==> src/rtl/ist_pkg.sv <==
package ist_pkg;

	// Default table depth; the top level takes it as its CAPACITY parameter.
	localparam int CAPACITY_DEF = 64;

	// Fixed field widths of the stream payloads.
	localparam int VALUE_W = 32;
	localparam int COUNT_OUT_W = 7;

	typedef enum logic [1:0] {
		OP_ADD    = 2'd0,
		OP_REMOVE = 2'd1,
		OP_TEST   = 2'd2,
		OP_CLEAR  = 2'd3
	} op_t;

	typedef enum logic [1:0] {
		ST_DONE = 2'd0,
		ST_MISS = 2'd1,
		ST_FULL = 2'd2
	} status_t;

	// A request as it travels from cell to cell along the chain.
	typedef struct packed {
		logic                      vld;
		op_t                       op;
		logic signed [VALUE_W-1:0] value;
		logic                      found;
	} token_t;

endpackage

==> src/rtl/ist_cell.sv <==
module ist_cell
	import ist_pkg::*;
#(
	parameter int IDX = 0,
	parameter int CW  = 7
) (
	input  logic                      clk,
	input  logic                      arst_n,
	input  token_t                    tok_in,
	input  logic signed [VALUE_W-1:0] nxt_entry,
	input  logic [CW-1:0]             count,
	output logic signed [VALUE_W-1:0] entry,
	output token_t                    tok_out
);

	localparam logic [CW-1:0] MY_IDX = CW'(IDX);

	logic signed [VALUE_W-1:0] entry_q;
	logic                      tok_vld_q;
	op_t                       tok_op_q;
	logic signed [VALUE_W-1:0] tok_value_q;
	logic                      tok_found_q;

	logic occupied;
	logic at_tail;
	logic match;
	logic do_shift;
	logic do_insert;

	// This cell holds a live entry only while its place is below the count.
	assign occupied  = (MY_IDX < count);
	assign at_tail   = (MY_IDX == count);
	assign match     = occupied && (entry_q == tok_in.value);
	assign do_shift  = tok_in.vld && (tok_in.op == OP_REMOVE) && occupied
		&& (tok_in.found || match);
	assign do_insert = tok_in.vld && (tok_in.op == OP_ADD) && at_tail && !tok_in.found;

	// Entry storage: removal pulls the successor in, an add lands at the tail.
	always_ff @(posedge clk) begin
		if (do_shift) begin
			entry_q <= nxt_entry;
		end else if (do_insert) begin
			entry_q <= tok_in.value;
		end
	end

	// Hand the request on to the next cell.
	always_ff @(posedge clk or negedge arst_n) begin
		if (!arst_n) begin
			tok_vld_q <= 1'b0;
		end else begin
			tok_vld_q <= tok_in.vld;
		end
	end

	always_ff @(posedge clk) begin
		tok_op_q    <= tok_in.op;
		tok_value_q <= tok_in.value;
		tok_found_q <= tok_in.found || match;
	end

	assign entry         = entry_q;
	assign tok_out.vld   = tok_vld_q;
	assign tok_out.op    = tok_op_q;
	assign tok_out.value = tok_value_q;
	assign tok_out.found = tok_found_q;

endmodule

==> config.mk <==
export PLATFORM = sky130hd
export DESIGN_NAME = ist_cell
export DESIGN_NICKNAME = d
export VERILOG_FILES = /design/src/rtl/ist_pkg.sv /design/src/rtl/ist_cell.sv
export SDC_FILE = /design/constraint.sdc
export NUM_CORES = 1
export LEC_CHECK = 0
export BUFFER_PORTS_ARGS = -buffer_cell sky130_fd_sc_hd__buf_2
export CAP_MARGIN = 20
export CORE_MARGIN = 2
export CORE_UTILIZATION = 38
export DETAILED_ROUTE_END_ITERATION = 12
export MAX_ROUTING_LAYER = met4
export PLACE_DENSITY = 0.79
export SLEW_MARGIN = 0
export SYNTH_ARGS = -nofsm -noshare
export SYNTH_HDL_FRONTEND = slang
export SYNTH_SLANG_ARGS = --single-unit
==> constraint.sdc <==
create_clock -name clk -period 3.5 [get_ports clk]
set_input_delay 0.175 -clock clk [delete_from_list [all_inputs] [get_ports clk]]
set_output_delay 0.175 -clock clk [all_outputs]
set_load 0.1 [all_outputs]
==> results.yml, run 1 <==
clock_tree:
  cts_tree: "built"
  clock_path_buffers: 2
  worstSkewPairLatency_ns: 0.33
  cts_max_level: 3
  clockRootBuffer: "clkbuf_8"
  numCtsBuffers: 9
  post-cts-setup-buffers: 0
  clk_pin_slew_ns: 0.07
  clock-sinks: 68
final_layout:
  syn_to_final_growth_pct: 49.0
  final_area_um2: 3940
  layout_commonest_cell: "buf_2"
  post-route-util_pct: 58.4
  nNetsFinal: 421
  drive_gt1_share_pct: 55.0
  fillCellCount: 539
  fin_cells: 429
  antenna_cells: 0
  final_cell_mix: "buf_2, dlygate4sd3_1, dfxtp_1"
logic_synthesis:
  synthSimpleGateAreaFrac_pct: 3.88
  synthFlopType: "dfxtp_1"
  synth_nets: 234
  synth-adder-area-share_pct: 0
  synth_warnings: 0
  synth_compound_area_share_pct: 0.662
  synth_edf_count: 32
  synth_top_family_by_area: "multiplexers"
  ys_ff_latch: 68
  synth.avg_cell_area_um2: 16.9
  netlist_area_um2: 2650
  synthMuxAreaShare_pct: 17.9
  synth_cell_types: 18
  yosysSeqAreaShare_pct: 63.7
  syn_inst: 157
  async_flop_share_pct: 1.47
  synth-xor-area-share_pct: 10.6
die:
  dieArea_um2: 7650
  initial_core_util_pct: 39.2
  io_pins: 145
  core-area_um2: 6760
  die_w_um: 87.5
  num_rows: 30
  die_h_um: 87.5
routing:
  drt_pass1_iterations: 4
  wl_per_cell_um: 14.9
  vias: 1937
  first_iter_violations: 64
  route.detailed.drc: 0
  wirelength_um: 6400
  vias_per_cell: 4.52
  postRouteAntennaNets: 0
grt:
  overflow: 0
  grt_use_total_pct: 17.6
  grt_pass1_wl_um: 9670
  antenna_found_initial: 0
  grt_max_degree: 22
  grt_pass1_vias: 2058
timing:
  hold_viol_final: 0
  finalSetupViolCount: 0
  clock_skew_ns: 0.00933
  fin_crit_sh_pct: 80.0
  setup_tns_ns: 0
  rsz0062_at_grt: "false"
  fmax_ghz: 0.357
  tightest_slew_ns: 0.566
  min_period_ns: 2.80
  slew-limit-headroom_pct: 62.2
  drv_slew: 0
  hold_slack_ns: 0.0815
power_and_ir_drop:
  power-per-cell-area_nw_per_um2: 471
  internal-power_mw: 1.25
  clkPwrFrac_pct: 28.2
  p_sw_mw: 0.603
  seqPwrFrac_pct: 47.5
  ir_drop_uv: 258
  sw_frac_of_total_pct: 32.5
  p_leak_nw: 1.72
  power_frac_comb_pct: 24.3
critical_path:
  path_class: "in2reg"
  cp_slowest_cell: "dlygate4sd3_1"
  cp_cell_sequence: "dlygate4sd3_1 -> buf_2 -> xnor2_1 -> nand4_1 -> nor4_1 -> a41o_2 -> and4_2 -> buf_12 -> mux2_2"
  cp.required_ns: 3.58
  cp-end-kind: "register"
  startpoint_type: "primary input"
  cp_max_fo: 21
  slowest_delay_ns: 0.54
  cp.arrival_ns: 2.88
placed_design:
  dp_hpwl_um: 4460
  gp_congestion: 0.746
  io_buffer_count: 144
  dpl-instance-area_um2: 3430
  place_inst: 377
status:
  status: "completed"
worst_hold_path:
  hp-class: "in2reg"
job:
  timing.max_cap.violations: 0
==> synth_stat cells, drive strengths merged, types with 2 or more instances <==
cell type  count  area [µm²]
edfxtp        32         961
nor3           3        15.0
xnor2         28         245
buf            6        86.3
dfxtp         35         701
nand4          7        43.8
nor2b          2        12.5
xor2           4        35.0
mux2          32         473
nor4           3        18.8
==> worst max-delay path, delay by kind of cell <==
family                    cells  cell delay [ns]
xor gates and xnor gates      1             0.15
AOI/OAI and AO/OA             1             0.26
and+or+nand+nor               3             0.99
buffers and inverters         3             0.94
muxes                         1             0.35
==> layout make-up <==
| type | count | area (µm²) | area share, % |
|---|---|---|---|
| timing repair buffer | 182 | 1120 | 28.4 |
| multi-input combinational | 83 | 882 | 22.4 |
| sequential | 68 | 1690 | 42.8 |
| tap | 80 | 100 | 2.54 |
| clock inverter | 4 | 17.5 | 0.444 |
| clock buffer | 12 | 135 | 3.43 |
==> repair_timing <==
item | CTS | global route
setup endpoints to repair | 0 | 0
hold endpoints to repair | 36 | 0
gates resized for setup | 0 | 0
hold buffers | 36 | 0
==> registers in the layout, indices dropped and copies added (netlist names) <==
| signal | count |
|---|---|
| tok_op_q | 2 |
| entry | 32 |
| tok_vld_q | 1 |
| tok_found_q | 1 |
| tok_value_q | 32 |
==> power groups by stage <==
stage | registers (mW) | logic, mW | clock network, mW
finish | 0.882 | 0.452 | 0.523
global route | 0.884 | 0.470 | 0.575
detailed placement | 0.899 | 0.422 | 0
CTS | 0.881 | 0.453 | 0.542
global placement | 0.898 | 0.418 | 0
floorplan | 1.14 | 0.0874 | 0
==> stage by stage <==
stage | total power [mW] | setup slack (ns)
after CTS | 1.88 | 0.671
after global routing | 1.93 | 0.538
after global placement | 1.32 | 0.738
after floorplan | 1.22 | 0.411
after detailed placement | 1.32 | 0.725
final | 1.86 | 0.700
==> kinds of logic (layout without fill, tap and decap cells) <==
group                  count (synthesis)  in the layout
AND/OR/NAND/NOR                       17             17
buffers and inverters                  6            198
AO/OA/AOI/OAI                          2              2
XOR/XNOR                              32             32
flip-flops                            68             68
multiplexers                          32             32
==> worst paths after layout <==
check | start | end | slack, ns | cells after the start
setup / recovery | tok_in[18] | entry[31] | 0.70 | 9
hold / removal | tok_in[0] | tok_found_q | 0.08 | 2
setup reg to reg | entry[17] | entry[31] | 0.79 | 7
hold reg to reg | entry[22] | tok_found_q | 0.87 | 3
max in group asynchronous | arst_n | tok_vld_q | 3.25 | 2
min in group asynchronous | arst_n | tok_vld_q | 0.16 | 2
==> routing by layer <==
layer	GRT usage (%)	vias to the layer above	routed length, µm
li1	-	940	-
met1	19.3	897	2570
met2	29.5	82	3350
met3	4.17	18	315
met4	9.37	0	167
met5	-	-	0
Power figures use the tool's default switching activity.
==> inputs of run 2 (changes only) <==
clock period = 2.6 ns   (was 3.5 ns; I/O delays follow)
==> results.yml, run 2 (synthesis results as in run 1) <==
worst_hold_path:
  hp-class: "in2async"
timing:
  setup_ws_ns: 0.120
  setup_tns_ns: 0
  fmax_ghz: 0.403
  slew-limit-headroom_pct: 67.0
  hold_viol_final: 0
  clock_skew_ns: 0.0114
  min_period_ns: 2.48
  hold_slack_ns: 0.0948
  tightest_slew_ns: 0.499
  finalSetupViolCount: 0
  fin_crit_sh_pct: 95.4
  drv_slew: 0
final_layout:
  fin_cells: 431
  fillCellCount: 563
  ff_latch_area_um2: 1690
  syn_to_final_growth_pct: 53.8
  final_cell_mix: "buf_2, dlygate4sd3_1, dfxtp_1"
  layout_commonest_cell: "buf_2"
  drive_gt1_share_pct: 56.4
  final_area_um2: 4070
  antenna_cells: 0
  nNetsFinal: 423
  post-route-util_pct: 60.2
  multiInputGateArea_um2: 903
grt:
  overflow: 0
  antenna_found_initial: 0
  grt_max_degree: 33
  grt_pass1_vias: 1978
  grt_use_total_pct: 17.1
  grt_pass1_wl_um: 9390
clock_tree:
  clockRootBuffer: "clkbuf_8"
  clk_pin_slew_ns: 0.07
  clock-sinks: 68
  clock_path_buffers: 2
  cts_tree: "built"
  cts_max_level: 3
  worstSkewPairLatency_ns: 0.33
  numCtsBuffers: 9
critical_path:
  slowest_delay_ns: 0.54
  cp_cell_sequence: "dlygate4sd3_1 -> buf_2 -> xnor2_1 -> nand4_1 -> nor4_2 -> a41o_2 -> and4_2 -> buf_12 -> mux2_2"
  cp_max_fo: 17
  path_class: "in2reg"
  cp.arrival_ns: 2.57
  cp.required_ns: 2.69
  cp_slowest_cell: "dlygate4sd3_1"
  reg2reg_depth: 7
  cp-end-kind: "register"
  startpoint_type: "primary input"
power_and_ir_drop:
  ir_drop_uv: 365
  p_total_mw: 2.81
  power-per-cell-area_nw_per_um2: 691
  p_leak_nw: 1.78
die:
  num_rows: 30
  io_pins: 145
  dieArea_um2: 7650
  die_w_um: 87.5
  core-area_um2: 6760
  initial_core_util_pct: 39.2
  die_h_um: 87.5
placed_design:
  post-place-ws_ns: 0.0591
  dpl-instance-area_um2: 3470
  place_inst: 379
  gp_congestion: 0.735
  io_buffer_count: 144
  dp_hpwl_um: 4360
routing:
  route.detailed.drc: 0
  drt_pass1_iterations: 4
  wl_per_cell_um: 14.6
  vias_per_cell: 4.50
  first_iter_violations: 70
  vias: 1939
  postRouteAntennaNets: 0
  wirelength_um: 6310
status:
  status: "completed"
job:
  timing.max_cap.violations: 0
run 2: cell types whose count changed in the layout (fill, tap and decap cells not counted), sizes merged:
cell,before,now
buf,146,148
bufinv,0,3
clkbuf,12,10
clkinv,4,3
run 2: what timing repair did:
| item | 4_1_cts | 5_1_grt |
|---|---|---|
| gates resized for setup | 0 | 1 |
| hold buffers | 36 | 0 |
| setup endpoints to repair | 0 | 32 |
| setup buffers | 0 | 0 |
| hold endpoints to repair | 36 | 0 |
run 2: where the power goes:
part           internal (mW)  switching (mW)
logic                  0.184           0.428
registers               1.17          0.0176
clock network          0.630           0.381
run 2: per-layer routing:
layer	global-route usage (%)	share of wire, %	vias to the layer above
met4	7.13	1.4	0
met1	19.4	41	885
li1	-	-	943
met5	-	0	-
met3	3.60	6.9	10
met2	29.1	51	101
run 2: critical path: cells and delay by family:
| family | cells | cell delay [ns] |
|---|---|---|
| AO/OA/AOI/OAI | 1 | 0.24 |
| XOR/XNOR | 1 | 0.20 |
| buffers and inverters | 3 | 0.87 |
| multiplexers | 1 | 0.34 |
| AND/OR/NAND/NOR | 3 | 0.78 |
run 2: path summary, 6_finish.rpt:
kind,from,to,slack (ns)
worst max-delay path,tok_in[32],entry[31],0.12
max in group asynchronous,arst_n,tok_vld_q,2.42
min in group clk,nxt_entry[1],entry[1],0.10
worst max register to register,entry[31],entry[31],0.16
worst min-delay path,arst_n,tok_vld_q,0.09
worst min register to register,entry[23],tok_found_q,0.98
run 2: layout make-up:
| class | count | share of cell area (%) |
|---|---|---|
| clock buffers | 10 | 3.14 |
| clock inverters | 6 | 2.52 |
| multi-input cells | 83 | 22.2 |
| flip-flops and latches | 68 | 41.5 |
| well taps | 80 | 2.46 |
| repair buffers | 184 | 28.2 |
==> inputs of run 3 (changes only) <==
--- a/config.mk
+++ b/config.mk
@@ -7,5 +7,5 @@
 export LEC_CHECK = 0
 export BUFFER_PORTS_ARGS = -buffer_cell sky130_fd_sc_hd__buf_2
-export CAP_MARGIN = 20
+export CAP_MARGIN = 10
 export CORE_MARGIN = 2
 export CORE_UTILIZATION = 38
==> constraint.sdc (replaced) <==
create_clock -name clk -period 2.6 [get_ports clk]
set_input_delay 0.13 -clock clk [delete_from_list [all_inputs] [get_ports clk]]
set_output_delay 0.13 -clock clk [all_outputs]
set_load 0.005 [all_outputs]
==> results.yml, run 3 (synthesis results as in run 1) <==
status:
  status: "completed"
critical_path:
  cp.required_ns: 2.68
  rr_startpoint: "entry[1]"
  cp.arrival_ns: 2.53
  cp-end-kind: "register"
  cp_cell_sequence: "dlygate4sd3_1 -> buf_2 -> xor2_1 -> nor4_1 -> a41o_2 -> and4_2 -> buf_12 -> mux2_4"
  startpoint_type: "primary input"
  slowest_delay_ns: 0.54
  worstSetupStartpoint: "tok_in[2]"
  path_class: "in2reg"
  cp_max_fo: 18
  cp_slowest_cell: "dlygate4sd3_1"
  reg2reg_depth: 6
timing:
  min_period_ns: 2.45
  hold_slack_ns: 0.0366
  drv_slew: 0
  hold_viol_final: 0
  setup_tns_ns: 0
  fin_crit_sh_pct: 94.3
  clock_skew_ns: 0.00535
  slew-limit-headroom_pct: 68.2
  rsz0062_at_grt: "false"
  tightest_slew_ns: 0.472
  fmax_ghz: 0.408
  finalSetupViolCount: 0
worst_hold_path:
  hold_path.startpoint: "tok_in[0]"
  hp-class: "in2reg"
  whs_path_depth: 2
grt:
  overflow: 0
  grt_use_total_pct: 17.8
  grt_pass1_wl_um: 9790
  grt_pass1_vias: 2064
  grt_max_degree: 33
  antenna_found_initial: 0
routing:
  vias: 1980
  route.detailed.drc: 0
  wl_per_cell_um: 15.4
  postRouteAntennaNets: 0
  vias_per_cell: 4.60
  first_iter_violations: 68
  wirelength_um: 6600
  drt_pass1_iterations: 4
clock_tree:
  clockRootBuffer: "clkbuf_8"
  clock-sinks: 68
  clock_path_buffers: 2
  post_cts_resized: 0
  worstSkewPairLatency_ns: 0.33
  clk_pin_slew_ns: 0.07
  numCtsBuffers: 9
  cts_tree: "built"
  cts_hold_buf: 36
  cts_max_level: 3
  post-cts-setup-buffers: 0
job:
  timing.max_cap.violations: 0
die:
  core-area_um2: 6760
  num_rows: 30
  die_h_um: 87.5
  io_pins: 145
  initial_core_util_pct: 39.2
  dieArea_um2: 7650
  die_w_um: 87.5
final_layout:
  drive_gt1_share_pct: 56.3
  fin_cells: 430
  layout_commonest_cell: "buf_2"
  syn_to_final_growth_pct: 52.0
  antenna_cells: 0
  final_cell_mix: "buf_2, dlygate4sd3_1, dfxtp_1"
  nNetsFinal: 422
  post-route-util_pct: 59.5
placed_design:
  dp_hpwl_um: 4440
  io_buffer_count: 144
  place_inst: 378
  gp_congestion: 0.759
power_and_ir_drop:
  p_leak_nw: 1.76
  ir_drop_uv: 306
  power-per-cell-area_nw_per_um2: 591
[run 3: critical path, delay by kind of cell]
| kind | cells | cell delay [ns] |
|---|---|---|
| simple gates | 2 | 0.75 |
| buf+inv | 3 | 0.88 |
| compound gates | 1 | 0.29 |
| xor+xnor | 1 | 0.14 |
| mux | 1 | 0.31 |
[run 3: final timing paths]
kind / end / slack, ns
max in group asynchronous: tok_vld_q / 2.41
worst min register to register: tok_found_q / 0.89
min in group asynchronous: tok_vld_q / 0.10
worst min-delay path: tok_found_q / 0.04
worst max-delay path: entry[22] / 0.15
worst max register to register: entry[22] / 0.19
[run 3: layer usage]
| layer | track usage, % | part of all wire, % |
|---|---|---|
| met5 | - | 0 |
| met2 | 32.3 | 54 |
| met4 | 8.11 | 1.7 |
| met1 | 18.0 | 39 |
| met3 | 3.98 | 5.2 |
[run 3: layout make-up]
cell class	count	area [µm²]
Fill cell	539	2740
Sequential cell	68	1690
Timing Repair Buffer	183	1140
Multi-Input combinational cell	83	882
Clock buffer	12	166
Tap cell	80	100
Clock inverter	4	45.0
[run 3: power by group]
| part | leakage (nW) | internal (mW) | total (mW) | switching (mW) |
|---|---|---|---|---|
| registers | 0.598 | 1.17 | 1.19 | 0.0177 |
| clock network | 0.111 | 0.523 | 0.903 | 0.380 |
| logic | 1.06 | 0.181 | 0.287 | 0.106 |
[run 3: per-stage QoR]
| step | power [mW] | area, µm² | setup slack [ns] |
|---|---|---|---|
| after floorplan | 1.32 | 2650 | 0.0849 |
| after global placement | 1.45 | 3450 | 0.188 |
| after detailed placement | 1.45 | 3450 | 0.187 |
| after CTS | 2.41 | 4020 | 0.167 |
| after global routing | 2.47 | 4020 | 0.0444 |
| final | 2.38 | 4020 | 0.148 |
